**src/hdl/assert_macros.svh**
```systemverilog
// Assertion macros shared by the transmitter RTL.
`ifndef ASSERT_MACROS_SVH
`define ASSERT_MACROS_SVH

// Same-cycle implication, sampled on clk, held off during reset.
`define ASSERT_IMPLIES(label, ante, cons) \
  label: assert property (@(posedge clk) disable iff (!rst_n) (ante) |-> (cons)) \
    else $error("assertion failed");

// Next-cycle implication, sampled on clk, held off during reset.
`define ASSERT_NEXT(label, ante, cons) \
  label: assert property (@(posedge clk) disable iff (!rst_n) (ante) |=> (cons)) \
    else $error("assertion failed");

`endif

```
**src/hdl/pwct_pkg.sv**
```systemverilog
// Types and constants of the pulse-width command transmitter.
`timescale 1ns / 1ps
package pwct_pkg;

  localparam int unsigned HDR_W   = 20;
  localparam int unsigned PHASE_W = 16;
  localparam int unsigned CODE_W  = 8;
  localparam int unsigned BIT_COUNT = 8;
  localparam int unsigned POS_W   = $clog2(BIT_COUNT);
  localparam int unsigned CFG_IDX_W = 3;

  localparam logic [HDR_W-1:0]   HEADER_RST = 20'd5000;
  localparam logic [PHASE_W-1:0] SHORT_RST  = 16'd400;
  localparam logic [PHASE_W-1:0] LONG_RST   = 16'd1200;
  localparam logic [CODE_W-1:0]  LOWEST_RST  = 8'd0;
  localparam logic [CODE_W-1:0]  HIGHEST_RST = 8'd255;

  localparam logic [CFG_IDX_W-1:0] REG_HEADER  = 3'd0;
  localparam logic [CFG_IDX_W-1:0] REG_SHORT   = 3'd1;
  localparam logic [CFG_IDX_W-1:0] REG_LONG    = 3'd2;
  localparam logic [CFG_IDX_W-1:0] REG_LOWEST  = 3'd3;
  localparam logic [CFG_IDX_W-1:0] REG_HIGHEST = 3'd4;

  localparam logic KIND_TICK = 1'b0;
  localparam logic KIND_SEND = 1'b1;

  typedef enum logic [1:0] {
    PH_IDLE   = 2'd0,
    PH_HEADER = 2'd1,
    PH_LOW    = 2'd2,
    PH_HIGH   = 2'd3
  } phase_t;

  typedef enum logic [1:0] {
    ST_OK    = 2'd0,
    ST_RANGE = 2'd1,
    ST_BUSY  = 2'd2
  } status_t;

  typedef struct packed {
    logic [HDR_W-1:0]   header_ticks;
    logic [PHASE_W-1:0] short_ticks;
    logic [PHASE_W-1:0] long_ticks;
    logic [CODE_W-1:0]  lowest_command;
    logic [CODE_W-1:0]  highest_command;
  } cfg_t;

  typedef struct packed {
    logic    line_level;
    logic    busy_res;
    status_t status;
    logic    finished;
  } result_t;

  function automatic logic [HDR_W-1:0] at_least_one(input logic [HDR_W-1:0] v);
    return (v == '0) ? HDR_W'(1) : v;
  endfunction

endpackage

```
**src/hdl/pwct_core.sv**
```systemverilog
// Transmission state and per-request next-state and result logic.
`timescale 1ns / 1ps
`include "assert_macros.svh"
module pwct_core
  import pwct_pkg::*;
(
  input  logic              clk,
  input  logic              rst_n,
  input  logic              step,
  input  logic              kind,
  input  logic [CODE_W-1:0] code,
  input  cfg_t              cfg,
  output result_t           res
);

  phase_t             phase_r,     phase_nxt;
  logic [POS_W-1:0]   bit_pos_r,   bit_pos_nxt;
  logic [HDR_W-1:0]   time_left_r, time_left_nxt;
  logic [CODE_W-1:0]  shift_r,     shift_nxt;
  logic               line_r,      line_nxt;
  status_t            status;
  logic               finished;
  logic [CODE_W-1:0]  shift_adv;
  logic [HDR_W-1:0]   short_ext, long_ext;

  assign short_ext = HDR_W'(cfg.short_ticks);
  assign long_ext  = HDR_W'(cfg.long_ticks);
  assign shift_adv = shift_r >> 1;

  always_comb begin
    phase_nxt     = phase_r;
    bit_pos_nxt   = bit_pos_r;
    time_left_nxt = time_left_r;
    shift_nxt     = shift_r;
    line_nxt      = line_r;
    status        = ST_OK;
    finished      = 1'b0;
    if (kind == KIND_SEND) begin
      if (phase_r != PH_IDLE) begin
        status = ST_BUSY;
      end else if (code < cfg.lowest_command || code > cfg.highest_command) begin
        status = ST_RANGE;
      end else begin
        shift_nxt     = code;
        bit_pos_nxt   = '0;
        phase_nxt     = PH_HEADER;
        line_nxt      = 1'b1;
        time_left_nxt = at_least_one(cfg.header_ticks);
      end
    end else if (phase_r != PH_IDLE) begin
      if (time_left_r > HDR_W'(1)) begin
        time_left_nxt = time_left_r - HDR_W'(1);
      end else begin
        unique case (phase_r)
          PH_HEADER: begin
            phase_nxt     = PH_LOW;
            line_nxt      = 1'b0;
            time_left_nxt = at_least_one(shift_r[0] ? short_ext : long_ext);
          end
          PH_LOW: begin
            phase_nxt     = PH_HIGH;
            line_nxt      = 1'b1;
            time_left_nxt = at_least_one(shift_r[0] ? long_ext : short_ext);
          end
          default: begin
            if (bit_pos_r == POS_W'(BIT_COUNT - 1)) begin
              phase_nxt     = PH_IDLE;
              line_nxt      = 1'b0;
              time_left_nxt = '0;
              bit_pos_nxt   = '0;
              finished      = 1'b1;
            end else begin
              bit_pos_nxt   = bit_pos_r + POS_W'(1);
              shift_nxt     = shift_adv;
              phase_nxt     = PH_LOW;
              line_nxt      = 1'b0;
              time_left_nxt = at_least_one(shift_adv[0] ? short_ext : long_ext);
            end
          end
        endcase
      end
    end
    res.line_level = line_nxt;
    res.busy_res   = (phase_nxt != PH_IDLE);
    res.status     = status;
    res.finished   = finished;
  end

  always_ff @(posedge clk) begin
    if (!rst_n) begin
      phase_r     <= PH_IDLE;
      bit_pos_r   <= '0;
      time_left_r <= '0;
      shift_r     <= '0;
      line_r      <= 1'b0;
    end else if (step) begin
      phase_r     <= phase_nxt;
      bit_pos_r   <= bit_pos_nxt;
      time_left_r <= time_left_nxt;
      shift_r     <= shift_nxt;
      line_r      <= line_nxt;
    end
  end

  `ASSERT_IMPLIES(a_idle_line_low, phase_r == PH_IDLE, !line_r && time_left_r == '0)
  `ASSERT_IMPLIES(a_busy_time_set, phase_r != PH_IDLE, time_left_r != '0)
  `ASSERT_NEXT(a_reject_holds, step && kind == KIND_SEND && phase_r != PH_IDLE,
    phase_r == $past(phase_r) && shift_r == $past(shift_r))

endmodule

```
**src/hdl/pulse_width_command_transmitter.sv**
```systemverilog
// Top level of the pulse-width command transmitter: config registers and result register.
`timescale 1ns / 1ps
`include "assert_macros.svh"
// Every request gives exactly one result, registered on acceptance and valid in the next cycle; a new
// request is taken each cycle while the result register is empty or being drained, so the
// block sustains one request per clock. A tick request advances the line timing by one
// unit; a send request starts a transmission if idle and in range. Configuration writes
// take effect on the next clock and apply from the next phase loaded.
module pulse_width_command_transmitter
  import pwct_pkg::*;
(
  input  logic                 clk,
  input  logic                 rst_n,
  input  logic                 in_valid,
  output logic                 in_ready,
  input  logic                 in_kind,
  input  logic [CODE_W-1:0]    in_command_code,
  output logic                 out_valid,
  input  logic                 out_ready,
  output logic                 out_line_level,
  output logic                 out_busy_res,
  output logic [1:0]           out_status,
  output logic                 out_finished,
  input  logic                 cfg_we,
  input  logic [CFG_IDX_W-1:0] cfg_index,
  input  logic [HDR_W-1:0]     cfg_wdata
);

  cfg_t    cfg_r;
  result_t res;
  result_t out_r;
  logic    out_valid_r;
  logic    accept;

  assign in_ready = !out_valid_r || out_ready;
  assign accept   = in_valid && in_ready;

  always_ff @(posedge clk) begin
    if (!rst_n) begin
      cfg_r.header_ticks    <= HEADER_RST;
      cfg_r.short_ticks     <= SHORT_RST;
      cfg_r.long_ticks      <= LONG_RST;
      cfg_r.lowest_command  <= LOWEST_RST;
      cfg_r.highest_command <= HIGHEST_RST;
    end else if (cfg_we) begin
      unique case (cfg_index)
        REG_HEADER:  cfg_r.header_ticks    <= cfg_wdata;
        REG_SHORT:   cfg_r.short_ticks     <= cfg_wdata[PHASE_W-1:0];
        REG_LONG:    cfg_r.long_ticks      <= cfg_wdata[PHASE_W-1:0];
        REG_LOWEST:  cfg_r.lowest_command  <= cfg_wdata[CODE_W-1:0];
        REG_HIGHEST: cfg_r.highest_command <= cfg_wdata[CODE_W-1:0];
        default: ;
      endcase
    end
  end

  pwct_core u_core (
    .clk   (clk),
    .rst_n (rst_n),
    .step  (accept),
    .kind  (in_kind),
    .code  (in_command_code),
    .cfg   (cfg_r),
    .res   (res)
  );

  always_ff @(posedge clk) begin
    if (!rst_n) begin
      out_valid_r <= 1'b0;
    end else if (accept) begin
      out_valid_r <= 1'b1;
    end else if (out_ready) begin
      out_valid_r <= 1'b0;
    end
  end

  always_ff @(posedge clk) begin
    if (accept) begin
      out_r <= res;
    end
  end

  assign out_valid      = out_valid_r;
  assign out_line_level = out_r.line_level;
  assign out_busy_res   = out_r.busy_res;
  assign out_status     = out_r.status;
  assign out_finished   = out_r.finished;

  `ASSERT_NEXT(a_accept_gives_result, accept, out_valid_r)
  `ASSERT_IMPLIES(a_finish_ends_busy, out_valid_r && out_r.finished,
    !out_r.busy_res && !out_r.line_level && out_r.status == ST_OK)
  `ASSERT_IMPLIES(a_status_coded, out_valid_r,
    out_r.status == ST_OK || out_r.status == ST_RANGE || out_r.status == ST_BUSY)

endmodule

```
**config.mk**
```make
export PLATFORM = sky130hd
export DESIGN_NAME = pulse_width_command_transmitter
export DESIGN_NICKNAME = d
export VERILOG_FILES = /design/src/hdl/pwct_pkg.sv /design/src/hdl/pwct_core.sv /design/src/hdl/pulse_width_command_transmitter.sv
export VERILOG_INCLUDE_DIRS = /design/src /design/src/hdl
export SDC_FILE = /design/constraint.sdc
export NUM_CORES = 1
export LEC_CHECK = 0
export BUFFER_PORTS_ARGS = -buffer_cell sky130_fd_sc_hd__buf_4
export CAP_MARGIN = 15
export CORE_MARGIN = 2
export CORE_UTILIZATION = 30
export DETAILED_ROUTE_END_ITERATION = 10
export PLACE_DENSITY = 0.53
export SYNTH_ARGS = -nofsm -noshare
export SYNTH_HDL_FRONTEND = slang
export SYNTH_SLANG_ARGS = --single-unit
```
**constraint.sdc**
```tcl
create_clock -name clk -period 2.35 [get_ports clk]
set_clock_uncertainty 0.15 [all_clocks]
set_input_delay 0.47 -clock clk [delete_from_list [all_inputs] [get_ports clk]]
set_output_delay 0.47 -clock clk [all_outputs]
set_load 0.1 [all_outputs]
```
# Yosys cells after proc, flatten, opt, wreduce, memory -nomap -nowiden
# Cells that the tools add are included.
word_totals:
  regBits: 108
  inputBits: 37
  word_cells: 105
classes:
  addsub: 2
  order_cmp: 3
  eq_ne: 12
  muxes: 46
  bitwise: 2
  n_reduce_logical: 24
op_table:
  columns: ["cell", "count"]
  rows:
  - ["2-to-1 mux 20 bit", 10]
  - ["zero test 20 bit", 4]
  - ["2-to-1 mux 8 bit", 7]
  - ["2-to-1 mux 16 bit", 3]
  - ["one-hot mux 20 bit (2 select lines)", 1]
  - ["2-to-1 mux 3 bit", 7]
  - ["> comparator 20 x 1 -> 1 bit (second input constant)", 1]
  - ["subtractor 20 x 1 -> 20 bit (second input constant)", 1]
  - ["2-to-1 mux 2 bit", 7]
  - ["2-to-1 mux 1 bit", 10]
  - ["AND reduction 2 bit", 5]
  - ["> comparator 8 bit", 1]
  - ["less-than comparator 8 bit", 1]
  - ["inequality test 2 bit (second input constant)", 4]
  - ["nonzero test 2 bit", 4]
  - ["AND reduction 7 bit", 1]
  - ["== test 3 x 2 -> 1 bit (second input constant)", 2]
  - ["== test 3 bit (second input constant)", 2]
  - ["AND reduction 6 bit", 1]
  - ["OR reduction 5 bit", 1]
  - ["one-hot mux 2 bit (2 select lines)", 1]
  - ["AND reduction 4 bit", 1]
  - ["OR reduction 2 bit", 2]
  - ["adder 3 x 1 -> 3 bit (second input constant)", 1]
  - ["other kinds (9)", 11]

# Longest topological paths before layout
# Gate-level depths: netlist of run 1.
logic_depth:
  word_depth: 8
  mapped_depth: 10

# By module
# From an unflattened synthesis of run 1, not the netlist that was laid out.
unflattened:
  cells_unflattened: 748
  hier_area_um2: 6354.8
modules_own_cells:
  columns: ["mod", "n_inst", "cells_per_inst", "area_each_um2", "seq_area_each_um2"]
  rows:
  - ["pwct_core", 1, 474, 3480.8, 680.7]
  - ["pulse_width_command_transmitter", 1, 274, 2874.0, 1531.5]

# Worst setup path after synthesis of run 1
# OpenSTA, ideal clock, no wires.
synth_path:
  path_kind: "flip-flop to flip-flop"
  start: "reg out_valid_r (netlist: out_valid)"
  end: "reg u_core.time_left_r[16]"
  setup_time_ns: 0.116
  t_arrival_ns: 3.033
  t_required_ns: 2.084
  path_slack_ns: -0.949
  path_stages_with_launch: 8
  path_buffers: 1
  cell_sequence: "dfxtp_1 > nand2b_1 > nand2_1 > or3_1 > o21ai_1 > buf_2 > a21oi_1 > a31o_2"
synth_via:
  elab_chain_cells: 4
synth_lines:
  columns: ["element", "line", "text"]
  rows:
  - ["start: declaration", "pulse_width_command_transmitter.sv:32", "logic out_valid_r;"]
  - ["start signal: assignment", "pulse_width_command_transmitter.sv:69", "out_valid_r <= 1'b0;"]
  - ["start signal: assignment", "pulse_width_command_transmitter.sv:71", "out_valid_r <= 1'b1;"]
  - ["start signal: assignment", "pulse_width_command_transmitter.sv:73", "out_valid_r <= 1'b0;"]
  - ["zero test 1 bit", "pulse_width_command_transmitter.sv:35", "assign in_ready = !out_valid_r || out_ready;"]
  - ["logical OR 1 bit", "pulse_width_command_transmitter.sv:35", null]
  - ["net in_ready", "pulse_width_command_transmitter.sv:15", "output logic in_ready,"]
  - ["logical AND 1 bit", "pulse_width_command_transmitter.sv:36", "assign accept = in_valid && in_ready;"]
  - ["AND reduction 4 bit (no source line)", null, null]
  - ["end signal: assignment", "pwct_core.sv:99", "time_left_r <= time_left_nxt;"]
  - ["end: declaration", "pwct_core.sv:18", "logic [HDR_W-1:0] time_left_r, time_left_nxt;"]
# The timed path passes the listed nets, and every way through them passes these cells.
# A chain may end at the register's enable or synchronous reset.

# Final worst setup path of run 1
layout_path:
  start: "reg u_core.time_left_r[6]"
  end: "reg u_core.time_left_r[15]"
layout_via:
  elab_chain_cells: 4
layout_lines:
  columns: ["element", "line", "text"]
  rows:
  - ["subtractor 20 x 1 -> 20 bit or > comparator 20 x 1 -> 1 bit (tied branches)", "pwct_core.sv:52, pwct_core.sv:51", null]
  - ["2-to-1 mux 20 bit (*)", "pwct_core.sv:51", "if (time_left_r > HDR_W'(1)) begin"]
  - ["2-to-1 mux 20 bit (*)", "pwct_core.sv:50", "end else if (phase_r != PH_IDLE) begin"]
  - ["2-to-1 mux 20 bit (*)", "pwct_core.sv:38", "if (kind == KIND_SEND) begin"]
# Mark *: on every way between the ends. The rest lies on a longest branch, timed or not. The select of a mux whose other input is x is not followed.

==> summary.md, run 1 <==
| Metric | Value |
|---|---|
| Outcome | finished, violations left |
| Failing checks | setup timing |
| Initial antenna violation count | 0 |
| WL final | 18,460 µm |
| Die H | 142.4 µm |
| Dominant synthesized flop cell | dfxtp_1 |
| Fin crit period | 2.449 ns |
| Max Clock Freq | 0.4083 GHz |
| Commonest non-fill, non-tap cell in the layout | nand2_1 |
| Most frequent cells in the layout | 156 x nand2_1, 128 x buf_4, 95 x dfxtp_1 |
| Switching pwr | 1.566 mW |
| Hold crit path type | input port to register |
| GRT Total Usage | 18.64% |
| Vias after detailed routing | 5,681 |
| Initial Utilization | 30.61% |
| Syn avg cell area | 7.947 µm² |
| Seq/Total Area, Yosys | 38.50% |
| IO buf count | 43 |
| Hpwl dp | 13,350 µm |
| Yosys top cell area share | 35.89% |
| Final Cell Area | 7634 µm² |
| Hold path endpoint | cfg_r[26] |
| Switch share | 31.75% |
| Longest Clk Path Bufs | 2 |
| Worst hold path depth | 3 |
| CTS sink cnt | 108 |
| Internal power | 3.367 mW |
| Total power | 4.933 mW |
| DP Worst Slack | -0.2649 ns |
| Leak | 3.081 nW |
| Synth warnings | 0 |
| Synthesized net count | 782 |
| Share of cells above drive strength 1 | 28.28% |
| Seq cells post-synth | 108 |
| Nature of the critical path startpoint | register |
| Maximum number of pins on one net before global-route repair | 37 |
| Clock power share | 29.5% |
| Post-synth EDFFs | 5 |
| Critical Path AT | 2.54 ns |
| Crit path kind | register to register |
| Die area | 20,270 µm² |
| Async SR Flop Fraction | 0% |
| Fin Setup TNS | -1.033 ns |
| Clk_lat worst skew | 0.36 ns |
| GR Layer Usage met2 | 30.31% |
| Initial DRC Count | 263 |
| # H-tree levels | 3 |
| Met3 Resource Use GR | 2.120% |
| DR pass1 iterations | 5 |
| RR Startpoint | u_core.time_left_r[6] |
| CTS tree | done |
| Setup slack, reg-to-reg | -0.1 ns |
| Hold path start | cfg_wdata[10] |
| Avg Vias per Cell | 5.299 |
| Worst hold margin | 0.1970 ns |
| Row count | 50 |
| Worst r2r path cells | 10 |
| Slew @ Worst Pin | 0.5236 ns |
| Synth area leader | dfxtp_1 |
| Max IR drop VDD | 368.3 µV |
| Drt wl/cell | 17.22 µm |
| Reg-to-reg endpoint | u_core.time_left_r[15] |
| Tcrit/Tclk final | 104.2% |
| Vias in the first global route | 5,328 |
| Nets@finish | 893 |
| Comb pwr share | 30.1% |
| Synth unique cells | 64 |
| Final Hold Viols | 0 |
| CTS root buf | clkbuf_16 |
| GRT met1 Usage | 26.29% |
| CP max FO | 7 |
| Clock Pin Slew Worst Setup and Hold Paths | 0.07 ns |
| Area after DPL | 6863 µm² |
| CP endpoint kind | register |
| Gate Count Post-Synth | 723 |
| RSZ-0062 raised after global routing | yes |
| Die W | 142.4 µm |
| Max-cap violations | 0 |
| Reg power frac | 40.4% |
| Worst setup margin | -0.09925 ns |
| Global-route wire length before repair | 29,730 µm |
| Number of remaining DRC errors | 0 |
| WP data required | 2.44 ns |
| Rel. slew slack | 64.97% |
| Area grow syn2layout | 32.86% |
| Core area | 18,770 µm² |
| Number of diodes | 0 |
| GRT Residual Overflow | 0 |
| Final setup violation count | 15 |
| Antenna Violating Nets Remaining | 0 |
| I/O Pins | 44 |
| Inserted Clock Buffers | 9 |
| Setup crit start | u_core.time_left_r[6] |
| Slew Limit Fails | 0 |
| Synth Cell Area | 5746 µm² |
| Gpl congestion | 0.8495 |
| PwrDens | 646.2 nW/µm² |
| Synth area leaders | dfxtp_1 36%, nand2_1 10%, a21oi_1 7.3% |
| Gr busiest metal | met2 |
## cells by family (layout without fill, tap and decap cells)
kind of cell | after synthesis | count (layout) | synth area share (%)
AO/OA/AOI/OAI | 212 | 212 | 23.21
XOR/XNOR | 10 | 10 | 1.524
adder cells (fa/ha/maj) | 22 | 22 | 4.791
buffers and inverters | 71 | 186 | 4.943
flip-flops | 108 | 108 | 38.50
multiplexers | 21 | 21 | 3.855
AND/OR/NAND/NOR | 279 | 279 | 23.17
## routing by layer
layer / wire, µm / vias to the layer above / part of all wire, %
li1: - / 2836 / -
met5: 0 / - / 0
met2: 8533 / 131 / 46
met3: 716 / 11 / 3.9
met4: 195 / 0 / 1.1
met1: 9009 / 2703 / 49
## Yosys cell counts (all sizes together) (6+ instances only)
cell	instances
nand2	157
dfxtp	103
a21oi	84
clkbuf	38
o21ai	37
inv	27
nor2	27
ha	22
nand3	18
nor4	17
a22o	12
mux2i	12
nor3	12
o211ai	11
a31oi	10
mux2	9
nand4	9
a211oi	8
a21o	8
nor2b	7
o311a	7
or3	7
and3	6
buf	6
## what timing repair did
action / 4_1_cts / 5_1_grt
setup buffers: 9 / 7
endpoints found under the hold margin: 0 / 0
resized for setup: 31 / 53
pin swaps: 6 / 22
hold buffers: 0 / 0
setup endpoints to repair: 28 / 36
gates cloned: 3 / 1
## power groups by stage
| stage | clock network (mW) | registers, mW | logic (mW) |
|---|---|---|---|
| after floorplan | 0 | 2.08 | 0.667 |
| after detailed placement | 0 | 2.03 | 1.21 |
| after global routing | 1.56 | 2.00 | 1.61 |
| after global placement | 0 | 2.03 | 1.21 |
| final | 1.46 | 1.99 | 1.48 |
| after CTS | 1.49 | 1.99 | 1.32 |
## worst max-delay path, stage by stage (launching register included)
cell and delay [ns]:
dfxtp_2 0.33, or4_4 0.54, nor3_4 0.25, buf_6 0.16
nand4_4 0.10, buf_8 0.18, a221oi_2 0.19, buf_4 0.17
a211oi_1 0.05, a21oi_1 0.13, a211oi_1 0.08
## state kept, by name, indices dropped and copies added, names as in the netlist
| register | count |
|---|---|
| cfg_r | 68 |
| u_core.time_left_r | 20 |
| u_core.shift_r | 8 |
| u_core.bit_pos_r | 3 |
| out_status | 2 |
| u_core.phase_r | 2 |
| out_busy_res | 1 |
| out_finished | 1 |
| out_line_level | 1 |
| out_valid | 1 |
| u_core.line_r | 1 |
## metrics by stage
| step | cells | utilization, % |
|---|---|---|
| final | 1072 | 40.67 |
| after global routing | 1072 | 40.67 |
| after CTS | 1065 | 39.27 |
| after detailed placement | 1038 | 36.57 |
| after global placement | 1038 | 36.57 |
| after floorplan | 723 | - |
## cell type report
cell class | instances | area, µm²
Clock buffer | 10 | 239.0
Tap cell | 234 | 292.8
Multi-Input combinational cell | 544 | 3542
Timing Repair Buffer | 144 | 1200
Clock inverter | 5 | 36.28
Fill cell | 1987 | 11130
Inverter | 27 | 101.3
Sequential cell | 108 | 2222
## how the worst max path moves through the flow
stage / endpoint / slack [ns] / depth (start not counted)
after floorplan: u_core.time_left_r[16] / -0.02 / 9
after CTS: u_core.time_left_r[15] / -0.09 / 10
final: u_core.time_left_r[15] / -0.1 / 10
after detailed placement: u_core.time_left_r[0] / -0.26 / 10
after global routing: u_core.time_left_r[15] / -0.21 / 10
after global placement: u_core.time_left_r[0] / -0.21 / 10
(Power assumes the default switching activity.)
==> run 2: changes to the inputs <==
--- a/config.mk
+++ b/config.mk
@@ -9,9 +9,9 @@
 export BUFFER_PORTS_ARGS = -buffer_cell sky130_fd_sc_hd__buf_4
 export CAP_MARGIN = 15
 export CORE_MARGIN = 2
-export CORE_UTILIZATION = 30
+export CORE_UTILIZATION = 55
 export DETAILED_ROUTE_END_ITERATION = 10
-export PLACE_DENSITY = 0.53
+export PLACE_DENSITY = 0.83
 export SYNTH_ARGS = -nofsm -noshare
 export SYNTH_HDL_FRONTEND = slang
 export SYNTH_SLANG_ARGS = --single-unit
==> summary.md, run 2 (synthesized netlist as in run 1, its figures left out) <==
| Metric | Value |
|---|---|
| CP endpoint kind | register |
| Crit-path slowest cell | or4_4 |
| Reg-to-reg endpoint | u_core.time_left_r[0] |
| Area after DPL | 6648 µm² |
| Worst setup margin | -0.1159 ns |
| Drt wl/cell | 19.17 µm |
| PwrDens | 621.2 nW/µm² |
| WL final | 18,350 µm |
| Die W | 106.2 µm |
| Max-cap violations | 0 |
| Worst path cell trace | or4_4, nor3_4, buf_6, and4_4, nor2_4, buf_6, a21oi_2, o41ai_2, o32ai_1 |
| GRT Residual Overflow | 0 |
| Gpl congestion | 0.9284 |
| Regs by FF count | cfg_r (68), u_core.time_left_r (20), u_core.shift_r (8) |
| Worst r2r path cells | 9 |
| Row count | 37 |
| Fin Setup TNS | -0.7744 ns |
| Worst path most repeated cell | buf_6 |
| Critical Path AT | 2.60 ns |
| Nets@finish | 875 |
| Post-layout util | 71.84% |
| Slew @ Worst Pin | 0.5144 ns |
| Die area | 11,280 µm² |
| Fin crit period | 2.466 ns |
| Max Clock Freq | 0.4055 GHz |
| GRT Total Usage | 30.46% |
| # fillers | 759 |
| Longest Clk Path Bufs | 2 |
| CTS root buf | clkbuf_8 |
| Most frequent cells in the layout | 156 x nand2_1, 108 x buf_4, 91 x dfxtp_1 |
| Max FFs per register | 68 |
| WP data required | 2.48 ns |
| Global-route wire length before repair | 27,500 µm |
| Avg Vias per Cell | 6.330 |
| Antenna Violating Nets Remaining | 0 |
| Slew Limit Fails | 0 |
| Initial antenna violation count | 0 |
| Final Cell Area | 7350 µm² |
| RSZ-0062 raised after global routing | yes |
| DR pass1 iterations | 5 |
| Vias after detailed routing | 6,058 |
| Inserted Clock Buffers | 9 |
| Hold path start | cfg_wdata[12] |
| Commonest non-fill, non-tap cell in the layout | nand2_1 |
| Maximum number of pins on one net before global-route repair | 33 |
| Final setup violation count | 19 |
| Tcrit/Tclk final | 104.9% |
| Initial DRC Count | 514 |
| Hpwl dp | 12,410 µm |
| Hold path endpoint | cfg_r[60] |
| Hold buffer count at CTS | 0 |
| Nature of the critical path startpoint | register |
| Die H | 106.2 µm |
| Core area | 10,230 µm² |
| Share of cells above drive strength 1 | 28.50% |
| Vias in the first global route | 5,638 |
| Max IR drop VDD | 442.7 µV |
| CP delay by family, top | simple AND/OR/NAND/NOR gates |
| Crit path kind | register to register |
| Initial Utilization | 56.16% |
| RR Startpoint | u_core.time_left_r[6] |
| I/O Pins | 44 |
| Clk_lat worst skew | 0.38 ns |
| CTS sink cnt | 108 |
| Worst path buffer plus inverter count | 2 |
| # H-tree levels | 3 |
| Clock Pin Slew Worst Setup and Hold Paths | 0.11 ns |
| Biggest register | cfg_r |
| Number of remaining DRC errors | 0 |
| Failing checks | setup timing |
| Outcome | finished, violations left |
| IO buf count | 43 |
| Final Hold Viols | 0 |
| Setup slack, reg-to-reg | -0.12 ns |
| Worst hold path depth | 3 |
| CP max FO | 6 |
| Area grow syn2layout | 27.92% |
| Critical path's largest stage delay | 0.55 ns |
| CTS tree | done |
| Rel. slew slack | 65.70% |
| Worst hold margin | 0.1654 ns |
| Hold crit path type | input port to register |
| Number of diodes | 0 |
| Leak | 2.942 nW |
==> run 2: changes by cell type in the layout (fill, tap and decap cells not counted), sizes merged <==
cell and change:
clkinv -2, buf -18, inv +2, clkinvlp +2
clkbuf -1
==> run 2: layout make-up <==
cell class,instances,area [µm²],share of cell area [%]
tap,136,170.2,2.315
clock inverter,7,65.06,0.8853
inverter,27,101.3,1.379
sequential,108,2230,30.34
multi-input combinational,544,3586,48.79
clock buffer,9,123.9,1.685
timing repair buffer,126,1074,14.61
==> run 2: where the power goes <==
part | leakage (nW) | internal [mW] | switching, mW | total, mW
Sequential | 0.893 | 1.93 | 0.0790 | 2.01
Combinational | 1.96 | 0.650 | 0.792 | 1.44
Clock | 0.0878 | 0.412 | 0.707 | 1.12
Total | 2.94 | 2.99 | 1.58 | 4.57
==> run 2: what timing repair did <==
action | 4_1_cts | 5_1_grt
gates cloned | 1 | 1
gates resized for setup | 20 | 82
endpoints found under the setup margin | 28 | 36
setup buffers | 1 | 12
pin swaps | 4 | 30
==> run 2: worst reg2reg max path: stages, from the launching register on <==
cell     delay, ns
dfxtp_1       0.34
or4_4         0.55
nor3_4        0.21
buf_6         0.15
and4_4        0.26
nor2_4        0.04
buf_6         0.14
a21oi_2       0.12
o41ai_2       0.08
o32ai_1       0.32
==> run 2: through the flow <==
step	setup slack [ns]	std cells	total power, mW
finish	-0.1159	957	4.566
global route	-0.1646	957	4.738
CTS	-0.01683	944	4.330
detailed placement	-0.2553	926	3.213
global placement	-0.1913	926	3.182
floorplan	-0.01536	723	2.746
==> run 2: worst max-delay path by stage <==
stage               slack [ns]                endpoint  depth (start not counted)                   from
finish                   -0.12   u_core.time_left_r[0]                          9  u_core.time_left_r[6]
global route             -0.16   u_core.time_left_r[0]                          9  u_core.time_left_r[6]
CTS                      -0.02   u_core.time_left_r[0]                          9  u_core.time_left_r[6]
detailed placement       -0.26  u_core.time_left_r[14]                         10     in_command_code[6]
global placement         -0.19  u_core.time_left_r[12]                         10     in_command_code[7]
floorplan                -0.02  u_core.time_left_r[16]                          9     in_command_code[7]
==> run 2: metal layers <==
layer	GRT usage, %	routed length (µm)	vias to the layer above
li1	-	-	2798
met1	41.21	7336	2839
met4	10.90	648	0
met5	0	0	-
met2	48.58	8583	350
met3	5.763	1778	71
==> run 3: changes to the inputs <==
==> constraint.sdc (replaced) <==
create_clock -name clk -period 2 [get_ports clk]
set_clock_uncertainty 0.15 [all_clocks]
set_input_delay 0.4 -clock clk [delete_from_list [all_inputs] [get_ports clk]]
set_output_delay 0.4 -clock clk [all_outputs]
set_load 0.1 [all_outputs]
==> summary.md, run 3 (synthesized netlist as in run 1, its figures left out) <==
| Metric | Value |
|---|---|
| Outcome | finished, violations left |
| Failing checks | DRC, setup timing |
| DR pass1 iterations | 10 |
| Number of diodes | 0 |
| Nets@finish | 953 |
| RSZ-0062 raised after global routing | yes |
| Die H | 106.2 µm |
| Number of remaining DRC errors | 2 |
| Core area | 10,230 µm² |
| CTS root buf | clkbuf_8 |
| Reg-to-reg endpoint | u_core.time_left_r[5] |
| Final Hold Viols | 0 |
| Inserted Clock Buffers | 9 |
| Vias in the first global route | 6,448 |
| Antenna Violating Nets Remaining | 0 |
| Nature of the critical path startpoint | register |
| Crit path kind | register to register |
| Rel. slew slack | 58.83% |
| Hold path start | cfg_wdata[18] |
| Clock Pin Slew Worst Setup and Hold Paths | 0.11 ns |
| CP delay by family, top | compound AO/OA/AOI/OAI gates |
| Final setup violation count | 38 |
| CTS sink cnt | 108 |
| Worst path cell trace | inv_2, ha_4, a21o_1, a21o_1, a221oi_2, or3_4, o21ai_4, buf_4, buf_16, buf_4, o21ai_1, a21oi_1 |
| Most frequent cells in the layout | 184 x buf_4, 155 x nand2_1, 94 x dfxtp_1 |
| Commonest non-fill, non-tap cell in the layout | buf_4 |
| Worst path buffer plus inverter count | 4 |
| Initial antenna violation count | 0 |
| Gpl congestion | 1.017 |
| Vias after detailed routing | 6,650 |
| Row count | 37 |
| Max FFs per register | 68 |
| Setup slack, reg-to-reg | -0.54 ns |
| Critical path's largest stage delay | 0.35 ns |
| Initial DRC Count | 686 |
| WL final | 21,770 µm |
| # H-tree levels | 3 |
| CTS tree | done |
| PwrDens | 697.0 nW/µm² |
| RR Startpoint | cfg_r[13] |
| WP data required | 2.13 ns |
| Area after DPL | 7310 µm² |
| Slew Limit Fails | 0 |
| Tcrit/Tclk final | 127.2% |
| Share of cells above drive strength 1 | 35.37% |
| Hold path endpoint | cfg_r[66] |
| Critical Path AT | 2.68 ns |
| GRT Residual Overflow | 0 |
| Max IR drop VDD | 405.5 µV |
| Worst setup margin | -0.5439 ns |
| Max Clock Freq | 0.3931 GHz |
| Leak | 3.364 nW |
| IO buf count | 43 |
| GRT Total Usage | 37.08% |
| Global-route wire length before repair | 32,790 µm |
| Hpwl dp | 13,970 µm |
| Final Cell Area | 7993 µm² |
| Clk_lat worst skew | 0.39 ns |
| Worst hold path depth | 3 |
| I/O Pins | 44 |
| Regs by FF count | cfg_r (68), u_core.time_left_r (20), u_core.shift_r (8) |
| Max-cap violations | 0 |
| Longest Clk Path Bufs | 2 |
| Die W | 106.2 µm |
| Setup crit start | cfg_r[13] |
| Fin Setup TNS | -14.77 ns |
| Worst r2r path cells | 12 |
| CP endpoint kind | register |
| Drt wl/cell | 21.04 µm |
| CP max FO | 8 |
| Maximum number of pins on one net before global-route repair | 35 |
| Fin crit period | 2.544 ns |
| Die area | 11,280 µm² |
| Area grow syn2layout | 39.11% |
| Initial Utilization | 56.16% |
| Biggest register | cfg_r |
| Avg Vias per Cell | 6.425 |
| Slew @ Worst Pin | 0.6119 ns |
| Hold crit path type | input port to register |
| Crit-path slowest cell | dfxtp_2 |
[run 3: changes by cell type in the layout (fill, tap and decap cells not counted), moves of 4 or more]
cell / previous run / this run
nor3_4: 1 / 5
o21ai_1: 8 / 15
buf_4: 108 / 184
o21ai_0: 24 / 12
buf_6: 10 / 16
o21ai_2: 3 / 9
[run 3: worst min-delay path: stages]
cell	delay, ns
buf_4	0.11
nand2_1	0.04
a21oi_1	0.05
[run 3: how the worst max path moves through the flow]
stage / to / slack [ns] / cells past startpoint
after floorplan: u_core.shift_r[4] / -0.32 / 7
final: u_core.time_left_r[5] / -0.54 / 12
after global routing: u_core.time_left_r[5] / -0.56 / 12
after CTS: u_core.time_left_r[17] / -0.37 / 11
after detailed placement: out_busy_res / -0.55 / 10
after global placement: u_core.time_left_r[16] / -0.44 / 10
[run 3: area by class of cell]
cell class                      instances  area, µm²
Inverter                               27      101.3
Fill cell                             637       2238
Timing Repair Buffer                  204       1649
Tap cell                              136      170.2
Clock inverter                          5      36.28
Clock buffer                           11      141.4
Sequential cell                       108       2226
Multi-Input combinational cell        544       3669
[run 3: repair_timing]
| action | CTS | global route |
|---|---|---|
| setup buffers | 12 | 5 |
| gates resized for setup | 59 | 39 |
| cloned | 4 | 0 |
| endpoints found under the hold margin | 0 | 0 |
| endpoints found under the setup margin | 37 | 38 |
| pin swaps | 20 | 17 |
| hold buffers | 0 | 0 |
[run 3: per-layer routing]
layer  GRT usage [%]  wire (µm)
met2           60.39       9914
met5               0          0
met3           7.725       2419
met4           19.08       1338
met1           46.33       8101
[run 3: where the power goes]
group          internal (mW)  switching [mW]  total [mW]  leakage [nW]
sequential              2.26          0.0764        2.34         0.892
clock                  0.494           0.796        1.29        0.0937
combinational          0.869            1.07        1.94          2.38
total                   3.63            1.95        5.57          3.36
[run 3: per-stage QoR]
step	hold WS [ns]	instances	utilization, %	power [mW]	setup WS (ns)
floorplan	0.2739	723	-	3.269	-0.3226
global placement	0.2864	1000	71.44	3.869	-0.4394
detailed placement	0.3046	1000	71.44	3.929	-0.5533
CTS	0.09090	1032	76.41	5.331	-0.3727
global route	0.1072	1035	78.12	5.722	-0.5628
finish	0.09663	1035	78.12	5.571	-0.5439
